[src/rtl/core/tcon_pkg.sv]
// Shared types, constants and codes for the text console cell engine.
// No dependencies; every other file in the block refers to this package.
package tcon_pkg;

  localparam int MAX_COLS    = 128;
  localparam int MAX_ROWS    = 64;
  localparam int MIN_COLS    = 20;
  localparam int MIN_ROWS    = 10;
  localparam int STORE_DEPTH = MAX_COLS * MAX_ROWS;
  localparam int ADDR_W      = $clog2(STORE_DEPTH);
  localparam int SPAN_W      = $clog2(STORE_DEPTH + 1);
  localparam int COL_W       = 8;
  localparam int ROW_W       = 6;
  localparam int ROWS_W      = 7;
  localparam int BYTE_W      = 8;
  localparam int CELL_W      = 16;
  localparam int REG_IDX_W   = 2;
  localparam int REG_DATA_W  = 8;

  localparam logic [CELL_W-1:0] RESET_CELL = 16'h0720;
  localparam logic [BYTE_W-1:0] CH_CR      = 8'h0D;
  localparam logic [BYTE_W-1:0] CH_LF      = 8'h0A;
  localparam logic [BYTE_W-1:0] CH_BS      = 8'h08;
  localparam logic [BYTE_W-1:0] CH_TAB     = 8'h09;
  localparam logic [BYTE_W-1:0] CH_SPACE   = 8'h20;
  localparam logic [COL_W:0]    TAB_STEP   = 9'd8;

  localparam logic [REG_IDX_W-1:0] REG_COLUMNS   = 2'd0;
  localparam logic [REG_IDX_W-1:0] REG_ROW_COUNT = 2'd1;
  localparam logic [REG_IDX_W-1:0] REG_TEXT_ATTR = 2'd2;
  localparam logic [REG_IDX_W-1:0] REG_STEADY    = 2'd3;

  localparam logic OP_PUT  = 1'b0;
  localparam logic OP_READ = 1'b1;

  typedef struct packed {
    logic              op;
    logic [BYTE_W-1:0] byte_in;
    logic [BYTE_W-1:0] read_row;
    logic [BYTE_W-1:0] read_col;
  } in_item_t;

  typedef struct packed {
    logic [ROW_W-1:0]  cur_row;
    logic [COL_W-1:0]  cur_col;
    logic [ADDR_W-1:0] cur_pos;
    logic [BYTE_W-1:0] read_char;
    logic [BYTE_W-1:0] read_attr;
  } out_item_t;

  typedef enum logic [4:0] {
    S_CLEAR,
    S_IDLE,
    S_CHECK,
    S_LIFT_RD,
    S_LIFT_WR,
    S_DECODE,
    S_SCROLL,
    S_DRAIN,
    S_SETTLE1,
    S_PUT,
    S_SETTLE2,
    S_PAINT_RD,
    S_PAINT_WR,
    S_RD_ADDR,
    S_RD_MEM,
    S_RD_DATA,
    S_EMIT
  } state_t;

  typedef enum logic [3:0] {
    CMD_NONE,
    CMD_CLEAR,
    CMD_LATCH,
    CMD_CHECK,
    CMD_LIFT_RD,
    CMD_LIFT_WR,
    CMD_DECODE,
    CMD_SCROLL,
    CMD_PUT,
    CMD_PAINT_RD,
    CMD_PAINT_WR,
    CMD_RD_ADDR,
    CMD_RD_MEM,
    CMD_RD_DATA,
    CMD_EMIT
  } dp_cmd_t;

  typedef struct packed {
    logic clear_last;
    logic is_put;
    logic read_in_range;
    logic scroll_needed;
    logic scroll_last;
    logic paint_ok;
  } dp_status_t;

endpackage

[src/rtl/core/tcon_ctrl.sv]
// Sequencing state machine for the text console cell engine.
// Depends on tcon_pkg; drives tcon_datapath through command and status signals.
module tcon_ctrl (
  input  logic                clk,
  input  logic                rst,
  input  logic                start,
  input  tcon_pkg::dp_status_t status,
  output tcon_pkg::dp_cmd_t   cmd,
  output logic                busy
);

  tcon_pkg::state_t state, state_next;

  always_ff @(posedge clk) begin
    if (rst) begin
      state <= tcon_pkg::S_CLEAR;
    end else begin
      state <= state_next;
    end
  end

  always_comb begin
    state_next = state;
    cmd        = tcon_pkg::CMD_NONE;
    unique case (state)
      tcon_pkg::S_CLEAR: begin
        cmd = tcon_pkg::CMD_CLEAR;
        if (status.clear_last) state_next = tcon_pkg::S_IDLE;
      end
      tcon_pkg::S_IDLE: begin
        if (start) begin
          cmd        = tcon_pkg::CMD_LATCH;
          state_next = tcon_pkg::S_CHECK;
        end
      end
      tcon_pkg::S_CHECK: begin
        cmd = tcon_pkg::CMD_CHECK;
        if (status.is_put || status.read_in_range) state_next = tcon_pkg::S_LIFT_RD;
        else state_next = tcon_pkg::S_EMIT;
      end
      tcon_pkg::S_LIFT_RD: begin
        cmd        = tcon_pkg::CMD_LIFT_RD;
        state_next = tcon_pkg::S_LIFT_WR;
      end
      tcon_pkg::S_LIFT_WR: begin
        cmd = tcon_pkg::CMD_LIFT_WR;
        if (status.is_put) state_next = tcon_pkg::S_DECODE;
        else state_next = tcon_pkg::S_RD_ADDR;
      end
      tcon_pkg::S_DECODE: begin
        cmd = tcon_pkg::CMD_DECODE;
        if (status.scroll_needed) state_next = tcon_pkg::S_SCROLL;
        else state_next = tcon_pkg::S_SETTLE1;
      end
      tcon_pkg::S_SCROLL: begin
        cmd = tcon_pkg::CMD_SCROLL;
        if (status.scroll_last) state_next = tcon_pkg::S_DRAIN;
      end
      tcon_pkg::S_DRAIN: begin
        state_next = tcon_pkg::S_SETTLE1;
      end
      tcon_pkg::S_SETTLE1: begin
        state_next = tcon_pkg::S_PUT;
      end
      tcon_pkg::S_PUT: begin
        cmd        = tcon_pkg::CMD_PUT;
        state_next = tcon_pkg::S_SETTLE2;
      end
      tcon_pkg::S_SETTLE2: begin
        if (status.paint_ok) state_next = tcon_pkg::S_PAINT_RD;
        else state_next = tcon_pkg::S_EMIT;
      end
      tcon_pkg::S_PAINT_RD: begin
        cmd        = tcon_pkg::CMD_PAINT_RD;
        state_next = tcon_pkg::S_PAINT_WR;
      end
      tcon_pkg::S_PAINT_WR: begin
        cmd        = tcon_pkg::CMD_PAINT_WR;
        state_next = tcon_pkg::S_EMIT;
      end
      tcon_pkg::S_RD_ADDR: begin
        cmd        = tcon_pkg::CMD_RD_ADDR;
        state_next = tcon_pkg::S_RD_MEM;
      end
      tcon_pkg::S_RD_MEM: begin
        cmd        = tcon_pkg::CMD_RD_MEM;
        state_next = tcon_pkg::S_RD_DATA;
      end
      tcon_pkg::S_RD_DATA: begin
        cmd        = tcon_pkg::CMD_RD_DATA;
        state_next = tcon_pkg::S_EMIT;
      end
      tcon_pkg::S_EMIT: begin
        cmd        = tcon_pkg::CMD_EMIT;
        state_next = tcon_pkg::S_IDLE;
      end
      default: begin
        state_next = tcon_pkg::S_IDLE;
      end
    endcase
  end

  assign busy = (state != tcon_pkg::S_IDLE);

endmodule

[config.mk]
export PLATFORM = sky130hd
export DESIGN_NAME = tcon_ctrl
export DESIGN_NICKNAME = d
export VERILOG_FILES = /design/src/rtl/core/tcon_pkg.sv /design/src/rtl/core/tcon_ctrl.sv
export SDC_FILE = /design/constraint.sdc
export NUM_CORES = 1
export LEC_CHECK = 0
export BUFFER_PORTS_ARGS = -buffer_cell sky130_fd_sc_hd__clkbuf_2
export CAP_MARGIN = 5
export CORE_AREA = 2 2 39 41
export DETAILED_ROUTE_END_ITERATION = 10
export DIE_AREA = 0 0 41 43
export MAX_ROUTING_LAYER = met4
export PLACE_DENSITY = 0.78
export SKIP_CTS_REPAIR_TIMING = 1
export SLEW_MARGIN = 20
export SYNTH_ARGS = -nofsm -noshare
export SYNTH_HDL_FRONTEND = slang
export SYNTH_SLANG_ARGS = --single-unit
[constraint.sdc]
create_clock -name clk -period 1.2 [get_ports clk]
set_input_delay 0.12 -clock clk [delete_from_list [all_inputs] [get_ports clk]]
set_output_delay 0.12 -clock clk [all_outputs]
set_load 0.03 [all_outputs]
==> results of run 1 <==
final cells by class:
class / count / share of cell area [%]
well taps: 16 / 1.918
multi-input cells: 64 / 50.96
clock buffers: 4 / 2.518
inverters: 1 / 0.3597
flip-flops and latches: 5 / 10.91
repair buffers: 39 / 33.33
logic make-up after synthesis:
group,Yosys count
simple gates,34
flops,5
buf+inv,10
mux,1
compound gates,25
xor+xnor,4
per-layer routing:
layer | GRT usage [%] | vias up | share of wire (%)
met5 | - | - | 0
met1 | 29.22 | 365 | 38
met2 | 37.81 | 51 | 53
li1 | - | 364 | -
met3 | 3.665 | 8 | 6.9
met4 | 12.00 | 0 | 1.9
stage by stage:
step           hold WS (ps)  utilization, %  TNS [ps]  worst slack (ps)  instance area [um2]
6_report              134.0           75.41     -1909            -274.8                 1044
3_5_place_dp          370.9           57.23    -950.0            -217.5                792.0
2_1_floorplan         182.0               -    -315.1            -124.1                656.9
4_1_cts               113.1           59.13     -2358            -409.2                818.3
3_3_place_gp          367.6           57.23    -787.9            -161.0                792.0
5_1_grt               140.5           75.41     -2380            -350.4                 1044
synthesized netlist by cell type, types with 2 or more instances:
cell,number
o21ai_0,5
xnor2_1,2
buf_2,4
nor4_1,2
nand2b_1,5
nor3_1,4
a21oi_1,4
a31oi_1,2
nand2_1,4
a211o_1,2
nand3b_1,3
nor2_1,10
clkbuf_1,3
buf_4,2
or2_2,2
o211ai_1,2
dfxtp_1,5
critical path, delay by kind of cell (launching register included):
family | cells | cell delay, ps
flops | 1 | 380
buf+inv | 2 | 300
simple gates | 1 | 160
compound gates | 1 | 150
mux | 1 | 110
worst min path at each step:
stage          cells past startpoint  start        to  slack [ps]
5_1_grt                            2    rst  state[2]         140
2_1_floorplan                      1    rst  state[3]         180
3_5_place_dp                       2    rst  state[3]         370
4_1_cts                            2    rst  state[3]         110
6_report                           2    rst  state[2]         130
3_3_place_gp                       2    rst  state[3]         370
power groups by stage:
| stage | Sequential (uW) | Clock [uW] | Combinational [uW] |
|---|---|---|---|
| final | 178 | 216 | 296 |
| after global routing | 178 | 225 | 312 |
| after CTS | 180 | 210 | 216 |
| after detailed placement | 183 | 0 | 215 |
| after global placement | 182 | 0 | 209 |
| after floorplan | 177 | 0 | 161 |
==> impl_metrics.tcl, run 1 <==
set metrics [dict create \
    switching_share_pct 35.13 \
    grt_pass1_vias 663 \
    relSlewSlack_pct 74.48 \
    fin_worst_skew_ps 1.846 \
    max_flop_register "state" \
    crit_fanout 7 \
    cp.required_ps 1080 \
    slew_violations 0 \
    violations "setup timing" \
    dp_cells 117 \
    synth.yosys.seq_area_share_pct 17.90 \
    drive_above_1_share_pct 64.60 \
    synth_ff_type "dfxtp_1" \
    cp_slowest_cell "dfxtp_4" \
    reg2regPathDepth 6 \
    stdcell_count 129 \
    diodes 0 \
    worst_slack_ps -274.8 \
    synth-compound-area-share_pct 31.32 \
    cts.sinks 5 \
    yosysTopAreaCell "dfxtp_1" \
    powerDensity_mw_per_mm2 661.0 \
    critPathLaunch "state[1]" \
    avgViaCountPerCell 6.109 \
    netlist_area_um2 559.3 \
    rsz0062_at_grt "yes" \
    setup_violations 10 \
    hold_path.class "in2reg" \
    muxShareOfSynthArea_pct 1.790 \
    grt_usage_pct 24.36 \
    num-nets-final 123 \
    internal_power_uw 447.5 \
    clock_path_buffers 2 \
    pwr-share-comb_pct 43.0 \
    grt_first_pass_wirelength_um 2808 \
    clkSlewWorstSetupHoldPaths_ps 50 \
    antenna_found_initial 0 \
    seqCellArea_um2 113.9 \
    largest_reg_flops 5 \
    cp-endpoint "cmd[2]" \
    p_switching_uw 242.3 \
    synth_cells 79 \
    synth-edff-count 0 \
    avgSynthCellArea_um2 7.080 \
    layout_commonest_cell "buf_4" \
    leakage_uw 0.0004387 \
    ioPinCount 14 \
    routed-via-count 788 \
    ir_drop_v 0.0004239 \
    wl_um 2325 \
    synthSimpleGateAreaFrac_pct 32.44 \
    clockPowerShare_pct 31.2 \
    critPathMaxStageDelay_ps 380 \
    start_kind "register" \
    h-tree-depth 1 \
    cp_cell_sequence "buf_4, nor3_4, mux2i_1, o22ai_2, buf_6" \
    power_uw 689.8 \
    grt_max_degree 15 \
    core_mm2 0.001384 \
    ys_seq_elements 5 \
    reg.largest.list "state (5)" \
    post-route-period-util_pct 122.9 \
    wl_per_cell_um 18.02 \
    detailed_place_hpwl_um 1354 \
    synth.top_cell.area_share_pct 17.90 \
    reg2reg_to "state[3]" \
    root_buffer "clkbuf_4" \
    first_pass_iters 4 \
    die-area_mm2 0.001763 \
    initial_core_util_pct 40.42 \
    multiInputGateArea_um2 531.8 \
    portBuffers 13 \
    ant_nets 0 \
    path_class "reg2out" \
    synthArstFlopShare_pct 0 \
    synth_xor_area_share_pct 7.606 \
    synth_top_family_by_area "simple AND/OR/NAND/NOR gates" \
    synthTopCellsByArea "dfxtp_1, nor2_1, nand2b_1" \
    tightest_slew_ps 379.8 \
    ys.warnings.count 0 \
    yosysUniqueCellTypes 35 \
    min_period_ps 1475 \
    drtIter0Drc 40 \
    area_growth_pct 86.58 \
    fill_cells 90 \
    die_w_um 41 \
    reg2reg_from "state[1]" \
    cp_data_arrival_time_ps 1350 \
    synthAdderAreaFrac_pct 0 \
    pwr-share-seq_pct 25.8 \
    status "complete, but fails checks" \
    fmax_mhz 678.1 \
    cts_buffers 3 \
    end_kind "output port" \
    drcViolationCount 0 \
    insertion_delay_ps 250 \
    mostFrequentLayoutCells "buf_4, buf_6, clkbuf_2" \
    die_h_um 43 \
    gp_congestion 0.8991 \
    grt_overflow 0 \
    finalHoldViolCount 0 \
    synth_nets 88 \
    num_rows 14 \
    reg2reg_slack_ps -260 \
    cap_violations 0 \
    cts_tree "done" \
]
Power figures use the tool's default switching activity.
==> run 2: changes to the inputs <==
- BUFFER_PORTS_ARGS: -buffer_cell sky130_fd_sc_hd__clkbuf_2 -> unset
- DONT_BUFFER_PORTS: unset -> 1
- PLACE_DENSITY: 0.78 -> 0.69
==> run 2 against run 1 <==
The flow still finishes with violations (setup timing). Die area unchanged. Sequential power hardly changed. Cell area decreased by 6.5%. Critical path type unchanged. Flip-flop and latch count is the same. Power is 0.74% higher. Register-to-register slack got worse by 20 ps. Global-route usage up 0.72 points. Non-clock buffer count shrank 11.
==> impl_metrics.tcl, run 2 (synthesis gave the netlist of run 1 again) <==
set metrics [dict create \
    fill_cells 116 \
    gp_congestion 0.9339 \
    setup_violations 9 \
    drcViolationCount 0 \
    grt_max_degree 20 \
    num_rows 14 \
    clkSlewWorstSetupHoldPaths_ps 50 \
    dp_cells 108 \
    cp.required_ps 1080 \
    start_kind "register" \
    root_buffer "clkbuf_4" \
    violations "setup timing" \
    rsz0062_at_grt "yes" \
    cp_data_arrival_time_ps 1460 \
    grt_pass1_vias 659 \
    largest_reg_flops 5 \
    cts_tree "done" \
    diodes 0 \
    clock_path_buffers 2 \
    drtIter0Drc 62 \
    leakage_uw 0.0003748 \
    slew_violations 0 \
    fin_worst_skew_ps 7.158 \
    insertion_delay_ps 250 \
    core_mm2 0.001384 \
    finalHoldViolCount 0 \
    relSlewSlack_pct 77.35 \
    ant_nets 0 \
    tightest_slew_ps 337.1 \
    powerDensity_mw_per_mm2 712.0 \
    grt_overflow 0 \
    grt_usage_pct 25.08 \
    die-area_mm2 0.001763 \
    drive_above_1_share_pct 53.92 \
    avgViaCountPerCell 6.229 \
    first_pass_iters 4 \
    reg.largest.list "state (5)" \
    status "complete, but fails checks" \
    wl_per_cell_um 17.93 \
    layout_commonest_cell "buf_4" \
    h-tree-depth 1 \
    die_h_um 43 \
    holdWs_ps 31.78 \
    hold_path.class "in2reg" \
    num-nets-final 112 \
    initial_core_util_pct 40.42 \
    ir_drop_v 0.0003457 \
    cts_buffers 3 \
    area_growth_pct 74.50 \
    stdcell_count 118 \
    min_period_ps 1583 \
    wl_um 2116 \
    ioPinCount 14 \
    fin_util_pct 70.52 \
    end_kind "output port" \
    antenna_found_initial 0 \
    path_class "reg2out" \
    portBuffers 0 \
    crit_fanout 8 \
    detailed_place_hpwl_um 1295 \
    grt_first_pass_wirelength_um 2863 \
    die_w_um 41 \
    mostFrequentLayoutCells "buf_4, nor2_1, buf_6" \
    cts.sinks 5 \
    max_flop_register "state" \
    fmax_mhz 631.9 \
    post-route-period-util_pct 131.9 \
    cap_violations 0 \
    routed-via-count 735 \
    worst_slack_ps -382.6 \
]
[run 2: layout make-up]
class | count | area (um2) | area share, %
clock buffers | 4 | 26.28 | 2.692
flip-flops and latches | 5 | 111.4 | 11.41
repair buffers | 28 | 307.8 | 31.54
inverters | 1 | 3.754 | 0.3846
multi-input cells | 64 | 506.7 | 51.92
well taps | 16 | 20.02 | 2.051
[run 2: routing by layer]
metal / vias to the layer above / routed length, um / global-route usage [%]
li1: 341 / - / -
met1: 335 / 791 / 29.81
met2: 52 / 1127 / 37.50
met3: 7 / 159 / 6.806
met4: 0 / 38 / 12.00
met5: - / 0 / -
[run 2: per-stage QoR]
step / setup WS, ps / power (uW) / TNS, ps / area [um2]
after CTS: -430.3 / 612.0 / -2280 / 808.3
final: -382.6 / 694.9 / -2339 / 975.9
after global placement: -155.3 / 399.0 / -842.3 / 782.0
after floorplan: -124.1 / 337.8 / -315.1 / 656.9
after detailed placement: -214.5 / 403.1 / -998.1 / 782.0
after global routing: -448.0 / 724.7 / -2918 / 975.9
[run 2: worst max-delay path: stages (launching register included)]
cell	delay [ps]
dfxtp_4	380
buf_4	180
nor3_4	210
mux2i_1	120
o22ai_2	160
buf_6	150
[run 2: worst paths after layout]
check             startpoint  slack [ps]        to  cells after the start
hold reg to reg     state[4]         610  state[2]                      2
setup / recovery    state[1]        -380    cmd[2]                      5
setup reg to reg    state[0]        -280  state[1]                      5
hold / removal           rst          30  state[0]                      2
[run 2: report_power, final]
group	switching [uW]	total [uW]	internal, uW
clock network	80.1	206	126
logic	141	309	167
registers	8.78	180	171
==> run 3: changes to the inputs <==
- ABC_AREA: unset -> 1
- PLACE_DENSITY: 0.69 -> 0.67
==> run 3 against run 2 <==
The flow still finishes with violations (setup timing). Maximum frequency increased by 5.2%. Worst hold slack got worse by 21 ps. Via count increased by 16%. Worst setup slack improved by 78 ps. Critical path type unchanged. Synthesized area decreased by 3.6%. Critical endpoint is now cmd[1].
==> impl_metrics.tcl, run 3 <==
set metrics [dict create \
    die-area_mm2 0.001763 \
    yosysUniqueCellTypes 14 \
    die_h_um 43 \
    num-nets-final 149 \
    cts.sinks 5 \
    violations "setup timing" \
    ant_nets 0 \
    synth_nets 114 \
    fin_worst_skew_ps 4.400 \
    synth-edff-count 0 \
    cts_tree "done" \
    pwr-share-comb_pct 63.5 \
    area_growth_pct 77.49 \
    hold_path.class "in2reg" \
    crit_fanout 5 \
    detailed_place_hpwl_um 1517 \
    die_w_um 41 \
    netlist_area_um2 539.3 \
    synth_cells 105 \
    relSlewSlack_pct 83.49 \
    dr_wl_met3_um 127 \
    insertion_delay_ps 240 \
    drtIter0Drc 30 \
    clockPowerShare_pct 16.1 \
    clock_path_buffers 2 \
    grt_pass1_vias 758 \
    num_rows 14 \
    holdWs_ps 10.72 \
    portBuffers 0 \
    synthArstFlopShare_pct 0 \
    mostFrequentLayoutCells "buf_4, nand2_1, nor2_1" \
    cp.required_ps 1080 \
    ys.warnings.count 0 \
    drcViolationCount 0 \
    switching_share_pct 44.83 \
    met1_length_um 935 \
    slew_violations 0 \
    routed-via-count 854 \
    p_switching_uw 554.3 \
    setup_violations 10 \
    yosysMostFrequentCell "nand2_1" \
    core_mm2 0.001384 \
    gp_congestion 0.9415 \
    fmax_mhz 664.5 \
    cts_buffers 3 \
    tightest_slew_ps 244.4 \
    highest_layer "met4" \
    yosysTopAreaCell "dfxtp_1" \
    reg.largest.list "state (5)" \
    root_buffer "clkbuf_4" \
    post-route-period-util_pct 125.4 \
    grt_first_pass_wirelength_um 3098 \
    avgViaCountPerCell 5.510 \
    cp_data_arrival_time_ps 1380 \
    wl_um 2244 \
    start_kind "register" \
    fill_cells 130 \
    clkSlewWorstSetupHoldPaths_ps 50 \
    layout_commonest_cell "buf_4" \
    antenna_found_initial 0 \
    pwr-share-seq_pct 20.4 \
    route.met2.wl_um 1128 \
    synthTopCellsByArea "dfxtp_1, nand2_1, nor2_1" \
    synth.yosys.seq_area_share_pct 18.56 \
    wl_per_cell_um 14.48 \
    avgSynthCellArea_um2 5.136 \
    path_class "reg2out" \
    synth_ff_type "dfxtp_1" \
    grt_max_degree 8 \
    largest_reg_flops 5 \
    h-tree-depth 1 \
    grt_overflow 0 \
    drive_above_1_share_pct 46.04 \
    end_kind "output port" \
    ir_drop_v 0.001010 \
    power_uw 1236 \
    first_pass_iters 4 \
    diodes 0 \
    min_period_ps 1505 \
    max_flop_register "state" \
    powerDensity_mw_per_mm2 1292 \
    synth.top_cell.area_share_pct 18.56 \
    ys_seq_elements 5 \
    status "complete, but fails checks" \
    ioPinCount 14 \
    finalHoldViolCount 0 \
    internal_power_uw 682.2 \
    grt_usage_pct 25.95 \
    cap_violations 0 \
    leakage_uw 0.0005098 \
    worst_slack_ps -304.8 \
    rsz0062_at_grt "yes" \
    initial_core_util_pct 38.97 \
    synth_commonest_cells "nand2_1, nor2_1, inv_1" \
]
==> run 3: cell count changes in the layout (fill, tap and decap cells not counted), moves of 5 or more <==
cell     change
nand2_1     +18
inv_1       +13
nand3_1      +8
buf_4        +7
nor2_1       +9
nand4_1      +6
inv_2        +5
==> run 3: area by class of cell <==
class	instances	area (um2)	area share (%)
multi-input combinational	80	455.4	47.58
timing repair buffer	30	259.0	27.06
sequential	5	118.9	12.42
inverter	20	77.57	8.105
clock buffer	4	26.28	2.745
tap	16	20.02	2.092
==> run 3: metal layers <==
layer	vias to the layer above	global-route usage, %
li1	410	-
met1	396	32.26
met2	42	40.31
met3	6	2.618
met4	0	12.00
met5	-	-
==> run 3: logic make-up after synthesis <==
family,synth area share [%]
buffers and inverters,13.92
and+or+nand+nor,58.70
AOI/OAI and AO/OA,8.818
DFF,18.56
==> run 3: path summary, 6_finish.rpt <==
path                            startpoint  endpoint  slack [ps]  cells after the start
worst max-delay path              state[3]    cmd[1]        -300                      6
worst min-delay path                   rst  state[4]          10                      2
worst max register to register    state[1]  state[1]        -150                      9
worst min register to register    state[0]  state[2]         730                      4
==> run 3: critical path: stages, from the launching register on <==
cell and delay [ps]:
dfxtp_4 380, nor2_4 230, nand3_4 100, nor2_1 140, nor3_2 60, nand4_1 80, buf_6 140
==> run 3: power groups by stage <==
stage / Combinational (uW) / Clock, uW / Sequential (uW)
5_1_grt: 845 / 209 / 256
6_report: 785 / 199 / 252
4_1_cts: 609 / 206 / 234
3_3_place_gp: 608 / 0 / 235
3_5_place_dp: 607 / 0 / 237
2_1_floorplan: 371 / 0 / 230
==> run 3: through the flow <==
| stage | instance area, um2 | setup TNS, ps | utilization (%) | setup slack (ps) | std cells |
|---|---|---|---|---|---|
| after floorplan | 569.3 | -46.78 | - | -42.90 | 105 |
| after global placement | 759.5 | -694.6 | 54.88 | -116.9 | 142 |
| after detailed placement | 759.5 | -816.3 | 54.88 | -133.7 | 142 |
| after CTS | 785.8 | -2005 | 56.78 | -405.5 | 146 |
| after global routing | 957.2 | -2355 | 69.17 | -353.9 | 155 |
| final | 957.2 | -1648 | 69.17 | -304.8 | 155 |
